===== src/rotated_pixel_framebuffer_writer_top_macros.svh =====
// Assertion macros for the rotated pixel framebuffer writer.
// Clock and reset are taken as aclk and aresetn from the including scope.
`ifndef ROTATED_PIXEL_FRAMEBUFFER_WRITER_TOP_MACROS_SVH
`define ROTATED_PIXEL_FRAMEBUFFER_WRITER_TOP_MACROS_SVH
`ifndef ASSERT_OFF
`define RPFW_ASSERT(lbl, prop) \
    lbl: assert property (@(posedge aclk) disable iff (!aresetn) prop) \
        else $error("rpfw assertion failed");
`define RPFW_ASSERT_NORST(lbl, prop) \
    lbl: assert property (@(posedge aclk) prop) \
        else $error("rpfw reset assertion failed");
`else
`define RPFW_ASSERT(lbl, prop)
`define RPFW_ASSERT_NORST(lbl, prop)
`endif
`endif


===== src/rpfw_pkg.sv =====
// Shared types and constants for the rotated pixel framebuffer writer.
// No dependencies; used by every module of the block.
package rpfw_pkg;

    localparam int MAX_WIDTH  = 1024;
    localparam int MAX_HEIGHT = 768;
    localparam int MONO_DEPTH = MAX_WIDTH * MAX_HEIGHT / 8;
    localparam int GRAY_DEPTH = MAX_WIDTH * MAX_HEIGHT / 2;
    localparam int MONO_AW    = $clog2(MONO_DEPTH);
    localparam int GRAY_AW    = $clog2(GRAY_DEPTH);

    localparam int POS_W      = 16;
    localparam int COLOUR_W   = 16;
    localparam int WIDTH_W    = 11;
    localparam int HEIGHT_W   = 10;
    localparam int CFG_IDX_W  = 2;
    localparam int CFG_DATA_W = 11;
    localparam int OUT_ADDR_W = 19;
    localparam int BYTE_W     = 8;
    localparam int SUB_W      = 3;
    localparam int ADDR_W     = WIDTH_W + HEIGHT_W;

    localparam logic [WIDTH_W-1:0]  RESET_WIDTH  = 11'd800;
    localparam logic [HEIGHT_W-1:0] RESET_HEIGHT = 10'd600;

    typedef enum logic [CFG_IDX_W-1:0] {
        CFG_PANEL_WIDTH,
        CFG_PANEL_HEIGHT,
        CFG_ROTATION,
        CFG_PIXEL_MODE
    } cfg_index_t;

    typedef enum logic [1:0] {
        ROT_0,
        ROT_90,
        ROT_180,
        ROT_270
    } rot_t;

    typedef enum logic {
        MODE_MONO,
        MODE_GRAY
    } pix_mode_t;

    typedef struct packed {
        logic load_in;
        logic map_en;
        logic mul_en;
        logic add_en;
        logic rd_en;
        logic wr_en;
        logic clr_en;
    } ctrl_cmd_t;

    typedef struct packed {
        logic clr_done;
        logic out_free;
    } ctrl_status_t;

endpackage


===== src/rpfw_addr.sv =====
// Address datapath: configuration registers, clipping, rotation and byte address.
// Depends on rpfw_pkg; driven by commands from rpfw_ctrl.
module rpfw_addr (
    input  logic                                  aclk,
    input  logic                                  aresetn,
    input  logic                                  cfg_wen,
    input  logic [rpfw_pkg::CFG_IDX_W-1:0]        cfg_index,
    input  logic [rpfw_pkg::CFG_DATA_W-1:0]       cfg_wdata,
    input  logic signed [rpfw_pkg::POS_W-1:0]     s_pos_x,
    input  logic signed [rpfw_pkg::POS_W-1:0]     s_pos_y,
    input  logic [rpfw_pkg::COLOUR_W-1:0]         s_colour,
    input  rpfw_pkg::ctrl_cmd_t                   cmd,
    output logic [rpfw_pkg::ADDR_W-1:0]           addr,
    output logic [rpfw_pkg::SUB_W-1:0]            sub,
    output logic                                  clip,
    output logic [rpfw_pkg::COLOUR_W-1:0]         colour,
    output rpfw_pkg::pix_mode_t                   pixel_mode
);

    localparam int PW  = rpfw_pkg::POS_W;
    localparam int WW  = rpfw_pkg::WIDTH_W;
    localparam int HW  = rpfw_pkg::HEIGHT_W;
    localparam int SW  = rpfw_pkg::WIDTH_W - 1;
    localparam int PRW = SW + rpfw_pkg::HEIGHT_W;
    localparam int AW  = rpfw_pkg::ADDR_W;
    localparam int SUB_WL = rpfw_pkg::SUB_W;

    logic [WW-1:0]          width_reg;
    logic [HW-1:0]          height_reg;
    rpfw_pkg::rot_t         rot_reg;
    rpfw_pkg::pix_mode_t    mode_reg;

    logic [PW-1:0]          x_reg, y_reg;
    logic [rpfw_pkg::COLOUR_W-1:0] colour_reg;
    logic                   clip_reg, clip_next;
    logic [WW-1:0]          px_reg, px_next;
    logic [HW-1:0]          py_reg, py_next;
    logic [WW-1:0]          lw, lh;
    logic [PRW-1:0]         prod_reg;
    logic [SW-1:0]          off_reg, stride;
    logic [SUB_WL-1:0]      sub_reg;
    logic [AW-1:0]          addr_reg;

    always_ff @(posedge aclk) begin
        if (!aresetn) begin
            width_reg  <= rpfw_pkg::RESET_WIDTH;
            height_reg <= rpfw_pkg::RESET_HEIGHT;
            rot_reg    <= rpfw_pkg::ROT_0;
            mode_reg   <= rpfw_pkg::MODE_MONO;
        end else if (cfg_wen) begin
            unique case (rpfw_pkg::cfg_index_t'(cfg_index))
                rpfw_pkg::CFG_PANEL_WIDTH:  width_reg  <= cfg_wdata[WW-1:0];
                rpfw_pkg::CFG_PANEL_HEIGHT: height_reg <= cfg_wdata[HW-1:0];
                rpfw_pkg::CFG_ROTATION:     rot_reg    <= rpfw_pkg::rot_t'(cfg_wdata[1:0]);
                rpfw_pkg::CFG_PIXEL_MODE:   mode_reg   <= rpfw_pkg::pix_mode_t'(cfg_wdata[0]);
                default: ;
            endcase
        end
    end

    always_comb begin
        lw = rot_reg[0] ? WW'(height_reg) : width_reg;
        lh = rot_reg[0] ? width_reg : WW'(height_reg);
        clip_next = x_reg[PW-1] || y_reg[PW-1] ||
                    (x_reg >= PW'(lw)) || (y_reg >= PW'(lh));
        unique case (rot_reg)
            rpfw_pkg::ROT_90: begin
                px_next = width_reg - WW'(1) - y_reg[WW-1:0];
                py_next = x_reg[HW-1:0];
            end
            rpfw_pkg::ROT_180: begin
                px_next = width_reg - WW'(1) - x_reg[WW-1:0];
                py_next = height_reg - HW'(1) - y_reg[HW-1:0];
            end
            rpfw_pkg::ROT_270: begin
                px_next = y_reg[WW-1:0];
                py_next = height_reg - HW'(1) - x_reg[HW-1:0];
            end
            default: begin
                px_next = x_reg[WW-1:0];
                py_next = y_reg[HW-1:0];
            end
        endcase
        stride = (mode_reg == rpfw_pkg::MODE_GRAY) ? SW'(width_reg >> 1)
                                                   : SW'(width_reg >> 3);
    end

    always_ff @(posedge aclk) begin
        if (cmd.load_in) begin
            x_reg      <= s_pos_x;
            y_reg      <= s_pos_y;
            colour_reg <= s_colour;
        end
        if (cmd.map_en) begin
            clip_reg <= clip_next;
            px_reg   <= px_next;
            py_reg   <= py_next;
        end
        if (cmd.mul_en) begin
            prod_reg <= PRW'(stride) * PRW'(py_reg);
            off_reg  <= (mode_reg == rpfw_pkg::MODE_GRAY) ? SW'(px_reg >> 1)
                                                          : SW'(px_reg >> 3);
            sub_reg  <= px_reg[SUB_WL-1:0];
        end
        if (cmd.add_en) begin
            addr_reg <= AW'(prod_reg) + AW'(off_reg);
        end
    end

    assign addr       = addr_reg;
    assign sub        = sub_reg;
    assign clip       = clip_reg;
    assign colour     = colour_reg;
    assign pixel_mode = mode_reg;

endmodule


===== config.mk =====
export PLATFORM = sky130hd
export DESIGN_NAME = rpfw_addr
export DESIGN_NICKNAME = d
export VERILOG_FILES = /design/src/rotated_pixel_framebuffer_writer_top_macros.svh /design/src/rpfw_pkg.sv /design/src/rpfw_addr.sv
export SDC_FILE = /design/constraint.sdc
export NUM_CORES = 1
export LEC_CHECK = 0
export ABC_AREA = 1
export BUFFER_PORTS_ARGS = -buffer_cell sky130_fd_sc_hd__buf_2
export CAP_MARGIN = 0
export CELL_PAD_IN_SITES_DETAIL_PLACEMENT = 0
export CELL_PAD_IN_SITES_GLOBAL_PLACEMENT = 1
export CORE_UTILIZATION = 30
export DETAILED_ROUTE_END_ITERATION = 12
export PLACE_DENSITY = 0.67
export SLEW_MARGIN = 5
export SYNTH_ARGS = -nofsm -noshare
export SYNTH_HDL_FRONTEND = slang
export SYNTH_SLANG_ARGS = --single-unit

===== constraint.sdc =====
create_clock -name aclk -period 14.9 [get_ports aclk]
set_input_delay 2.98 -clock aclk [delete_from_list [all_inputs] [get_ports aclk]]
set_output_delay 2.98 -clock aclk [all_outputs]
set_load 0.005 [all_outputs]

==> key figures <==
Outcome
  • Status: completed

Clocking
  • # resized after CTS: 0
  • Deepest clock path buffer count: 2
  • Clock sink total: 148
  • CTS tree: done
  • Number of CTS-inserted buffers: 17
  • CTS Hold Bufs: 0
  • CTS Root Cell: clkbuf_16
  • Clock transition at path regs: 0.07 ns
  • Clock Latency Late Sink: 0.43 ns
  • Postcts setup bufs: 0
  • Max H-tree Level: 4

Placed design
  • Hpwl dp: about 24 mm
  • Final Wtd Congestion: 0.848
  • Port-buffer cells: about 110
  • Placed instance count: 1,940

Global route
  • Largest net degree at the start of global routing: 49
  • Met1 Resource Use GR: 21.3%
  • Met2 Track Usage GR: 26.7%
  • Number of global-route vias before repair: slightly above 9,000
  • Global-route wire length before repair: about 48 mm
  • Total global routing overflow: 0
  • Initial antenna violation count: 0
  • Most used routing layer: met2
  • GRT Util Overall: 16.1%
  • Met3 Use GR: 2.87%

Logic synthesis
  • Register bit total from synthesis: 148
  • Sequential share of the synthesized area: between 30% and 40%
  • Ys async rst share: 0%
  • Synth Area per Inst: 8.64 sq um
  • Top_reg_cell synth: edfxtp_1
  • EDFF count, synth: 124
  • Syn nets: roughly 1,600
  • Ys Warns: 0
  • Gate count after technology mapping: 1,341
  • Cell Area, Synth: around 12,000 sq um
  • Netlist cell types: 48

Worst setup path
  • CP Data Required Time: between 15 and 20 ns
  • Worst reg2reg setup slack: 8.93 ns
  • Crit path kind: reg -> reg
  • CP Capture Type: flop
  • Crit path max fanout: 30
  • Cells on worst reg2reg path: 21
  • CP Launch Type: flop
  • Worst path arrival time: 6.16 ns

STA
  • Tcrit/Tclk final: 40.1%
  • Crit path time final: roughly 6 ns
  • RSZ-0062 raised after global routing: no
  • Final setup violation count: 0
  • Hold slack: between 0.4 and 0.5 ns
  • Setup TNS Final: 0 ns
  • Final Hold Viols: 0
  • Clock skew: approximately 0.011 ns
  • Slew Viols, Final: 0
  • Slew HR: 32.2%
  • Slew @ Worst Pin: approximately 1.0 ns
  • Peak Freq: about 170 MHz

Final layout
  • Non-Filler Instances: about 2,000
  • Core Util, Final: 35.1%
  • Layout area overhead: 14.6%
  • Max reg flops: 21
  • Nets: around 1,700
  • Share of cells above drive strength 1: between 10% and 20%
  • Antenna Cells: 0

Pwr
  • Power Dens Cells: 146 nW/um^2
  • Leakage power: 6.28 nW
  • Max VDD drop: 0.0889 mV
  • Power, Total: 1.93 mW

Worst hold path
  • Min-delay worst type: reg -> reg
  • Worst hold stages: 0

Detailed routing
  • DR vias/cell: 4.66
  • Wire per inst: 15.3 um
  • DRC viols: 0
  • DR iter-0 viols: 527
  • WL final: 30.2 mm
  • Via count: 9,181
  • Post-route ant nets: 0
  • Drt first pass iters: 5

Die
  • Site row count: just over 70
  • DIE AREA: slightly below 40,000 sq um
  • Die width: 198 um
  • Core ar.: around 38,000 sq um
  • IO Count: 113
  • Die Height: roughly 200 um
  • Initial Util: a little under a third

Flow run
  • Max cap viols: 0
area by class of cell:
class                   instances  area (sq um)
clock buffers                  20           479
clock inverters                12           115
fillers                      4010         24600
inverters                     204           766
multi-input cells             965          6500
flip-flops and latches        148          4200
well taps                     511           639
repair buffers                112           568
report_power, final:
group,switching (mW),leakage (nW),total (mW),internal (mW)
clock,0.180,0.296,0.432,0.252
combinational,0.556,4.57,0.901,0.346
sequential,0.0391,1.41,0.600,0.561
synth_stat cells (all sizes together), types with 6 or more instances:
library cell    n  area, sq um
a22oi           6         45.0
fa             65         1300
o21ai          88          459
nand3b          7         52.6
buf            14         73.8
clkbuf         10         37.5
nor2          138          521
o21bai         10         78.8
inv           203          762
nand3          59          315
xor2           39          342
nand2         298         1130
dfxtp          24          480
edfxtp        124         3720
o211ai          7         52.6
ha            112         1400
a21oi          98          502
per-layer routing:
layer | part of all wire, % | up-vias
met5 | 0 | -
met1 | 48 | 4314
li1 | - | 4614
met4 | 2.1 | 0
met3 | 4.0 | 31
met2 | 46 | 222
through the flow:
stage / worst slack [ns] / instance area, sq um
after CTS: 8.93 / 13300
after global routing: 8.56 / 13300
after floorplan: 10.13 / 11600
final: 8.93 / 13300
after global placement: 8.98 / 12700
after detailed placement: 8.93 / 12700
critical path, stage by stage (launching register included):
cell and delay [ns]:
dfxtp_1 0.99, o21ai_1 0.49, inv_1 0.30, nand2_1 0.12, fa_1 0.54, inv_1 0.05
fa_1 0.49, inv_1 0.05, fa_1 0.46, fa_1 0.55, inv_1 0.06, fa_1 0.47
ha_1 0.37, nand2_1 0.14, inv_2 0.05, nand2_1 0.07, o21bai_1 0.11, nand3_2 0.14
nand3_1 0.12, nand2_1 0.05, nand2_1 0.06, nand2_1 0.05
cell families (layout without fill, tap and decap cells):
kind of cell	count (synthesis)	count (layout)	synth area share [%]
AO/OA/AOI/OAI	223	223	10.7
buffers and inverters	228	348	7.57
AND/OR/NAND/NOR	520	520	18.6
adder cells (fa/ha/maj)	177	177	23.3
multiplexers	1	1	0.0864
flip-flops	148	148	36.3
XOR/XNOR	44	44	3.33
final timing paths:
| path | from | end |
|---|---|---|
| hold reg to reg | px_reg[0] | sub[0] |
| setup / recovery | pixel_mode | prod_reg[19] |
| setup reg to reg | pixel_mode | prod_reg[19] |
| hold / removal | px_reg[0] | sub[0] |
cells in the final DEF, fill, tap and decap left out, types with 3 or more instances in the layout:
master,n
a21o_1,3
a21oi_1,95
a21oi_2,3
a22oi_1,6
buf_2,109
buf_4,3
clkbuf_16,19
clkinv_2,3
clkinv_4,4
dfxtp_1,24
edfxtp_1,124
fa_1,65
ha_1,112
inv_1,186
inv_2,17
inv_6,4
nand2_1,293
nand2_2,5
nand3_1,55
nand3_2,4
nand3b_1,7
nand4_1,5
nor2_1,137
o211ai_1,7
o21a_1,3
o21ai_0,69
o21ai_1,16
o21bai_1,9
or2_2,3
xnor2_1,5
xor2_1,39
Power figures use the tool's default switching activity.
