===== src/rotated_pixel_framebuffer_writer_top_macros.svh =====
// Assertion macros for the rotated pixel framebuffer writer.
// Clock and reset are taken as aclk and aresetn from the including scope.
`ifndef ROTATED_PIXEL_FRAMEBUFFER_WRITER_TOP_MACROS_SVH
`define ROTATED_PIXEL_FRAMEBUFFER_WRITER_TOP_MACROS_SVH
`ifndef ASSERT_OFF
`define RPFW_ASSERT(lbl, prop) \
    lbl: assert property (@(posedge aclk) disable iff (!aresetn) prop) \
        else $error("rpfw assertion failed");
`define RPFW_ASSERT_NORST(lbl, prop) \
    lbl: assert property (@(posedge aclk) prop) \
        else $error("rpfw reset assertion failed");
`else
`define RPFW_ASSERT(lbl, prop)
`define RPFW_ASSERT_NORST(lbl, prop)
`endif
`endif


===== src/rpfw_pkg.sv =====
// Shared types and constants for the rotated pixel framebuffer writer.
// No dependencies; used by every module of the block.
package rpfw_pkg;

    localparam int MAX_WIDTH  = 1024;
    localparam int MAX_HEIGHT = 768;
    localparam int MONO_DEPTH = MAX_WIDTH * MAX_HEIGHT / 8;
    localparam int GRAY_DEPTH = MAX_WIDTH * MAX_HEIGHT / 2;
    localparam int MONO_AW    = $clog2(MONO_DEPTH);
    localparam int GRAY_AW    = $clog2(GRAY_DEPTH);

    localparam int POS_W      = 16;
    localparam int COLOUR_W   = 16;
    localparam int WIDTH_W    = 11;
    localparam int HEIGHT_W   = 10;
    localparam int CFG_IDX_W  = 2;
    localparam int CFG_DATA_W = 11;
    localparam int OUT_ADDR_W = 19;
    localparam int BYTE_W     = 8;
    localparam int SUB_W      = 3;
    localparam int ADDR_W     = WIDTH_W + HEIGHT_W;

    localparam logic [WIDTH_W-1:0]  RESET_WIDTH  = 11'd800;
    localparam logic [HEIGHT_W-1:0] RESET_HEIGHT = 10'd600;

    typedef enum logic [CFG_IDX_W-1:0] {
        CFG_PANEL_WIDTH,
        CFG_PANEL_HEIGHT,
        CFG_ROTATION,
        CFG_PIXEL_MODE
    } cfg_index_t;

    typedef enum logic [1:0] {
        ROT_0,
        ROT_90,
        ROT_180,
        ROT_270
    } rot_t;

    typedef enum logic {
        MODE_MONO,
        MODE_GRAY
    } pix_mode_t;

    typedef struct packed {
        logic load_in;
        logic map_en;
        logic mul_en;
        logic add_en;
        logic rd_en;
        logic wr_en;
        logic clr_en;
    } ctrl_cmd_t;

    typedef struct packed {
        logic clr_done;
        logic out_free;
    } ctrl_status_t;

endpackage


===== src/rpfw_ctrl.sv =====
// Controller state machine: clearing pass, request intake and stage sequencing.
// Depends on rpfw_pkg for the command and status structs.
module rpfw_ctrl (
    input  logic                  aclk,
    input  logic                  aresetn,
    input  logic                  s_valid,
    output logic                  s_ready,
    input  rpfw_pkg::ctrl_status_t status,
    output rpfw_pkg::ctrl_cmd_t   cmd
);

    typedef enum logic [2:0] {
        ST_CLEAR,
        ST_IDLE,
        ST_MAP,
        ST_MUL,
        ST_ADD,
        ST_READ,
        ST_WRITE
    } state_t;

    state_t state_reg, state_next;
    logic   s_ready_reg, s_ready_next;

    assign s_ready = s_ready_reg;

    always_comb begin
        cmd          = '0;
        state_next   = state_reg;
        s_ready_next = s_ready_reg;
        unique case (state_reg)
            ST_CLEAR: begin
                cmd.clr_en = 1'b1;
                if (status.clr_done) begin
                    state_next   = ST_IDLE;
                    s_ready_next = 1'b1;
                end
            end
            ST_IDLE: begin
                cmd.load_in = s_valid && s_ready_reg;
                if (s_valid && s_ready_reg) begin
                    state_next   = ST_MAP;
                    s_ready_next = 1'b0;
                end
            end
            ST_MAP: begin
                cmd.map_en = 1'b1;
                state_next = ST_MUL;
            end
            ST_MUL: begin
                cmd.mul_en = 1'b1;
                state_next = ST_ADD;
            end
            ST_ADD: begin
                cmd.add_en = 1'b1;
                state_next = ST_READ;
            end
            ST_READ: begin
                cmd.rd_en  = 1'b1;
                state_next = ST_WRITE;
            end
            ST_WRITE: begin
                cmd.wr_en = status.out_free;
                if (status.out_free) begin
                    state_next   = ST_IDLE;
                    s_ready_next = 1'b1;
                end
            end
            default: begin
                state_next   = ST_CLEAR;
                s_ready_next = 1'b0;
            end
        endcase
    end

    always_ff @(posedge aclk) begin
        if (!aresetn) begin
            state_reg   <= ST_CLEAR;
            s_ready_reg <= 1'b0;
        end else begin
            state_reg   <= state_next;
            s_ready_reg <= s_ready_next;
        end
    end

endmodule


===== config.mk =====
export PLATFORM = sky130hd
export DESIGN_NAME = rpfw_ctrl
export DESIGN_NICKNAME = d
export VERILOG_FILES = /design/src/rotated_pixel_framebuffer_writer_top_macros.svh /design/src/rpfw_pkg.sv /design/src/rpfw_ctrl.sv
export SDC_FILE = /design/constraint.sdc
export NUM_CORES = 1
export LEC_CHECK = 0
export ABC_AREA = 0
export BUFFER_PORTS_ARGS = -buffer_cell sky130_fd_sc_hd__buf_2
export CORE_AREA = 2 2 39 41
export CTS_CLUSTER_DIAMETER = 120
export CTS_CLUSTER_SIZE = 25
export DETAILED_ROUTE_END_ITERATION = 12
export DIE_AREA = 0 0 41 43
export GPL_ROUTABILITY_DRIVEN = 0
export GPL_TIMING_DRIVEN = 1
export SLEW_MARGIN = 20
export SYNTH_ARGS = -nofsm -noshare
export SYNTH_HDL_FRONTEND = slang
export SYNTH_SLANG_ARGS = --single-unit

===== constraint.sdc =====
create_clock -name aclk -period 2.4 [get_ports aclk]
set_input_delay 0.36 -clock aclk [delete_from_list [all_inputs] [get_ports aclk]]
set_output_delay 0.36 -clock aclk [all_outputs]
set_load 0.005 [all_outputs]

==> results of run 1 <==
[power groups by stage]
| stage | Combinational [mW] | Sequential (mW) | Clock (mW) |
|---|---|---|---|
| 2_1_floorplan | 0.0436 | 0.0795 | 0 |
| 6_report | 0.0463 | 0.0862 | 0.0800 |
| 5_1_grt | 0.0533 | 0.0882 | 0.0897 |
| 3_3_place_gp | 0.0475 | 0.0874 | 0 |
| 3_5_place_dp | 0.0468 | 0.0872 | 0 |
| 4_1_cts | 0.0469 | 0.0862 | 0.0856 |
[layout make-up]
cell class / count / share of cell area
timing repair buffer: 12 / 0.165
sequential: 4 / 0.220
multi-input combinational: 31 / 0.498
clock buffer: 3 / 0.0619
tap: 16 / 0.0550
[final timing paths]
kind	from	endpoint	slack [ns]	cells past startpoint
min reg2reg	s_ready	s_ready	0.48	2
max reg2reg	state_reg[0]	s_ready	1.10	4
min	aresetn	state_reg[0]	0.40	2
max	state_reg[2]	cmd[6]	0.89	3
[through the flow]
step,power (mW),utilization
floorplan,0.123,-
finish,0.213,0.263
detailed placement,0.134,0.247
global placement,0.135,0.247
CTS,0.219,0.263
global route,0.231,0.263
[layout by cell type (no fill, tap or decap), drive strengths merged]
master / synthesis / layout
and3: 1 / 1
nor2: 7 / 7
o211ai: 1 / 1
nand3: 2 / 2
or2: 1 / 1
o22ai: 1 / 1
and2b: 1 / 1
o21ai: 2 / 2
nand2: 4 / 4
mux2i: 1 / 1
dfxtp: 4 / 4
and2: 1 / 1
and3b: 2 / 2
buf: 3 / 12
a21oi: 3 / 3
nand2b: 3 / 3
nor3b: 1 / 1
clkbuf: 0 / 3
[kinds of logic after synthesis]
group	count (synthesis)	share of synthesized area
AND/OR/NAND/NOR	23	0.434
AO/OA/AOI/OAI	7	0.154
flip-flops	4	0.275
buffers and inverters	3	0.103
multiplexers	1	0.0343
[per-layer routing]
layer  part of all wire  up-vias  GRT usage
met4                  0        0     0.0600
li1                   -      153          -
met3              0.043        0     0.0471
met2               0.50        8      0.100
met5                  0        -          0
met1               0.45      129      0.103
==> metrics.md, run 1 <==
| Metric | Value |
|---|---|
| Slew margin rel. | 0.774 |
| Setup TNS | 0 ns |
| Multi-input gate area | 181 um2 |
| Number of flip-flops in the largest register | 3 |
| DR DRC count | 0 |
| Clk slew on worst S/H paths | 0.04 ns |
| Critical path data required time | 2.04 ns |
| Routed length per instance | 8.89 um |
| Family with the most delay on the worst path | simple AND/OR/NAND/NOR gates |
| Die W | 41 um |
| Die area | 1760 um2 |
| Yosys warning total | 0 |
| Initial Util | 0.211 |
| Post-synth EDFFs | 0 |
| Hold WS | 0.399 ns |
| Root Buffer Master | clkbuf_4 |
| Critical Path, Cell by Cell | or2_4, nor2_1, buf_2 |
| Period utilisation layout | 0.628 |
| Most area-consuming cells after synthesis | dfxtp_1 (27%), nor2_1 (9.0%), buf_6 (7.7%) |
| Hold WC Path Type | in2reg |
| #FFs+latches synth | 4 |
| Pleak | 0.179 nW |
| Setup CP Type | reg2out |
| Crit path DAT | 1.15 ns |
| Clk sinks | 4 |
| Async S/R FF share, synth | 0 |
| Setup ws final | 0.893 ns |
| Final wirelength | 587 um |
| Vias | 290 |
| Sw Share | 0.263 |
| Post-cts resize count | 0 |
| First-pass GRT wire length | 952 um |
| Post-Syn Area | 292 um2 |
| Sequential share of the synthesized area | 0.275 |
| P_sw | 55.9 uW |
| Layout Nets | 57 |
| Vias/cell | 4.39 |
| Reg power frac | 0.405 |
| Placed insts | 63 |
| Max Clk Rate | 664 MHz |
| Post-Synthesis Cells | 38 |
| Post-CTS setup buffer count | 0 |
| RSZ-0062 raised after global routing | false |
| Syn Nets | 43 |
| Synth Flop Type | dfxtp_1 |
| Port bufs | 12 |
| Final setup viols | 0 |
| Startpoint Class | flop |
| Die height | 43 um |
| Core region area | 1380 um2 |
| Remaining antenna violation count after routing | 0 |
| CP max-delay cell | dfxtp_1 |
| Commonest cells in the netlist | nor2_1 (7), dfxtp_1 (4), nand2_1 (4) |
| # diodes | 0 |
| Placed inst area | 342 um2 |
| Area growth syn-to-layout | 24.9% |
| Skew-Pair Late Insertion Delay | 0.23 ns |
| Power Density | 584 nW/um2 |
| Starting DRT DRC Count | 1 |
| DR pass1 iterations | 4 |
| VDD IR max | 146 uV |
| Synth cell types | 20 |
| Skew final | 0.000842 ns |
| Fill cell count | 167 |
| Slew Limit Fails | 0 |
| CTS Hold Bufs | 0 |
| Final Critical Period | 1.51 ns |
| Count leader, synth | nor2_1 |
| Max_cap viols | 0 |
| Vias in the first global route | 245 |
| Combinational share of power | 0.218 |
| Dpl hpwl | 462 um |
| Clock Power Share | 0.377 |
| Syn avg cell area | 7.67 um2 |
| H-tree depth | 1 |
| Final hold vios | 0 |
| Finished Layout Cells | 66 |
| Critical-path maximum fanout | 11 |
| Initial antenna violation count | 0 |
| Num CTS Buffers | 3 |
| Cell-internal power | 157 uW |
| Outcome | complete, no violations |
| Site Rows | 14 |
| IO Count | 13 |
| Congestion Overflow GR | 0 |
| Register Area | 80.1 um2 |
| Tot GR Track Use | 0.0822 |
| Worst-Margin Slew | 0.339 ns |
| WP buf/inv | 1 |
| Pre-CTS WS | 1.10 ns |
| Yosys top cell area share | 0.275 |
| Maximum buffer depth of the clock tree | 2 |
| Area leader, netlist | dfxtp_1 |
| TritonCTS clock tree | done |
| Finished Cell Area | 364 um2 |
| Layout cells sized above 1 | 0.380 |
| CP max stage delay | 0.39 ns |
| Largest net degree at the start of global routing | 14 |
| Crit end category | primary output |
Power figures use the tool's default switching activity.
==> run 2, diff against run 1 <==
==> constraint.sdc (replaced) <==
create_clock -name aclk -period 1.55 [get_ports aclk]
set_input_delay 0.2325 -clock aclk [delete_from_list [all_inputs] [get_ports aclk]]
set_output_delay 0.2325 -clock aclk [all_outputs]
set_load 0.005 [all_outputs]
==> metrics.md, run 2 (synthesis results as in run 1) <==
| Metric | Value |
|---|---|
| DR pass1 iterations | 2 (-2) |
| Final setup viols | 0 (unchanged) |
| Max Clk Rate | 720 MHz |
| Worst-Margin Slew | 0.332 ns (-0.00639 ns) |
| Die W | 41 um (unchanged) |
| Post-cts resize count | 0 (unchanged) |
| Startpoint Class | flop |
| Vias | 282 (-2.8%) |
| IO Count | 13 (unchanged) |
| DR DRC count | 0 (unchanged) |
| Num CTS Buffers | 3 (unchanged) |
| Crit end category | primary output |
| Remaining antenna violation count after routing | 0 (unchanged) |
| Final hold vios | 0 (unchanged) |
| Die height | 43 um (unchanged) |
| Slew margin rel. | 0.778 (+0.00427) |
| Hold WC Path Type | in2reg |
| Final Critical Period | 1.39 ns |
| Max_cap viols | 0 (unchanged) |
| Number of flip-flops in the largest register | 3 (unchanged) |
| Setup CP Type | reg2out |
| First-pass GRT wire length | 938 um (-1.5%) |
| VDD IR max | 185 uV (+27%) |
| Initial Util | 0.211 (unchanged) |
| Pleak | 0.179 nW (unchanged) |
| Tot GR Track Use | 0.0802 (-0.00201) |
| # diodes | 0 (unchanged) |
| Maximum buffer depth of the clock tree | 2 (unchanged) |
| Vias/cell | 4.27 (-2.8%) |
| Largest net degree at the start of global routing | 14 (unchanged) |
| Period utilisation layout | 0.896 |
| Site Rows | 14 (unchanged) |
| Outcome | complete, no violations |
| Crit path DAT | 1.16 ns (about the same) |
| R2R setup slack | 0.26 ns (-0.84 ns) |
| Layout cells sized above 1 | 0.380 (unchanged) |
| Core region area | 1380 um2 (unchanged) |
| Setup TNS | 0 ns (unchanged) |
| RSZ-0062 raised after global routing | false |
| Die area | 1760 um2 (unchanged) |
| CTS Hold Bufs | 0 (unchanged) |
| Initial antenna violation count | 0 (unchanged) |
| Worst Setup SP | state_reg[2] |
| Layout Nets | 57 (unchanged) |
| Fill cell count | 161 (-3.6%) |
| Post-CTS setup buffer count | 0 (unchanged) |
| Skew-Pair Late Insertion Delay | 0.24 ns (about the same) |
| Most frequent cells in the layout | buf_2 (12), nor2_1 (7), nand2_1 (4), dfxtp_1 (4) |
| Fin util | 0.263 (unchanged) |
| Clk sinks | 4 (unchanged) |
| Setup crit end | cmd[6] |
| Slew Limit Fails | 0 (unchanged) |
| TritonCTS clock tree | done |
| Worst reg-to-reg path cell count | 4 (unchanged) |
| Commonest non-fill, non-tap cell in the layout | buf_2 |
| Area growth syn-to-layout | 24.9% (unchanged) |
| RR Startpoint | state_reg[0] |
| Routed length per instance | 8.88 um (-0.17%) |
| Starting DRT DRC Count | 3 (+2) |
| FF-to-FF End | s_ready |
| Critical path data required time | 1.32 ns (-0.72 ns) |
| Dpl hpwl | 454 um (-1.8%) |
| Vias in the first global route | 258 (+5.3%) |
| Root Buffer Master | clkbuf_4 |
| Critical-path maximum fanout | 11 (unchanged) |
| Skew final | 0.00472 ns (+0.00388 ns) |
| Congestion Overflow GR | 0 (unchanged) |
| Clk slew on worst S/H paths | 0.04 ns (about the same) |
| Power Density | 931 nW/um2 (+59%) |
| Port bufs | 12 (unchanged) |
| H-tree depth | 1 (unchanged) |
| Final wirelength | 586 um (-0.17%) |
## run 2: power by group
group	internal, mW	switching (mW)
Sequential	0.114	0.0189
Clock	0.0870	0.0477
Combinational	0.0416	0.0293
## run 2: stage by stage
stage | power (mW) | worst slack, ns | hold WS, ns | cell area, um2 | instances
finish | 0.339 | 0.162 | 0.265 | 364 | 66
global route | 0.368 | 0.0202 | 0.269 | 364 | 66
global placement | 0.208 | 0.304 | 0.469 | 342 | 63
CTS | 0.348 | 0.155 | 0.255 | 364 | 66
floorplan | 0.191 | 0.471 | 0.354 | 292 | 38
detailed placement | 0.207 | 0.233 | 0.473 | 342 | 63
## run 2: worst min-delay path by stage
stage | from | end | slack (ns) | cells past startpoint
floorplan | aresetn | state_reg[0] | 0.35 | 1
global placement | s_ready | s_ready | 0.47 | 2
detailed placement | s_ready | s_ready | 0.47 | 2
CTS | aresetn | state_reg[0] | 0.25 | 2
global route | aresetn | state_reg[0] | 0.27 | 2
finish | aresetn | state_reg[0] | 0.26 | 2
## run 2: area by class of cell
cell class              count  area [um2]  area share
clock buffers               3        22.5      0.0619
multi-input cells          31         181       0.498
flip-flops and latches      4        80.1       0.220
well taps                  16        20.0      0.0550
repair buffers             12        60.1       0.165
## run 2: layer usage
layer  GRT usage  part of all wire  vias to the layer above
li1            -                 -                      151
met1      0.0962              0.46                      126
met2       0.103              0.49                        5
met3      0.0262             0.048                        0
met4      0.0800                 0                        0
met5           0                 0                        -
## run 2: worst max-delay path, stage by stage, from the launching register on
cell and delay, ns:
dfxtp_1 0.40, or2_4 0.31, nor2_1 0.09, buf_2 0.12
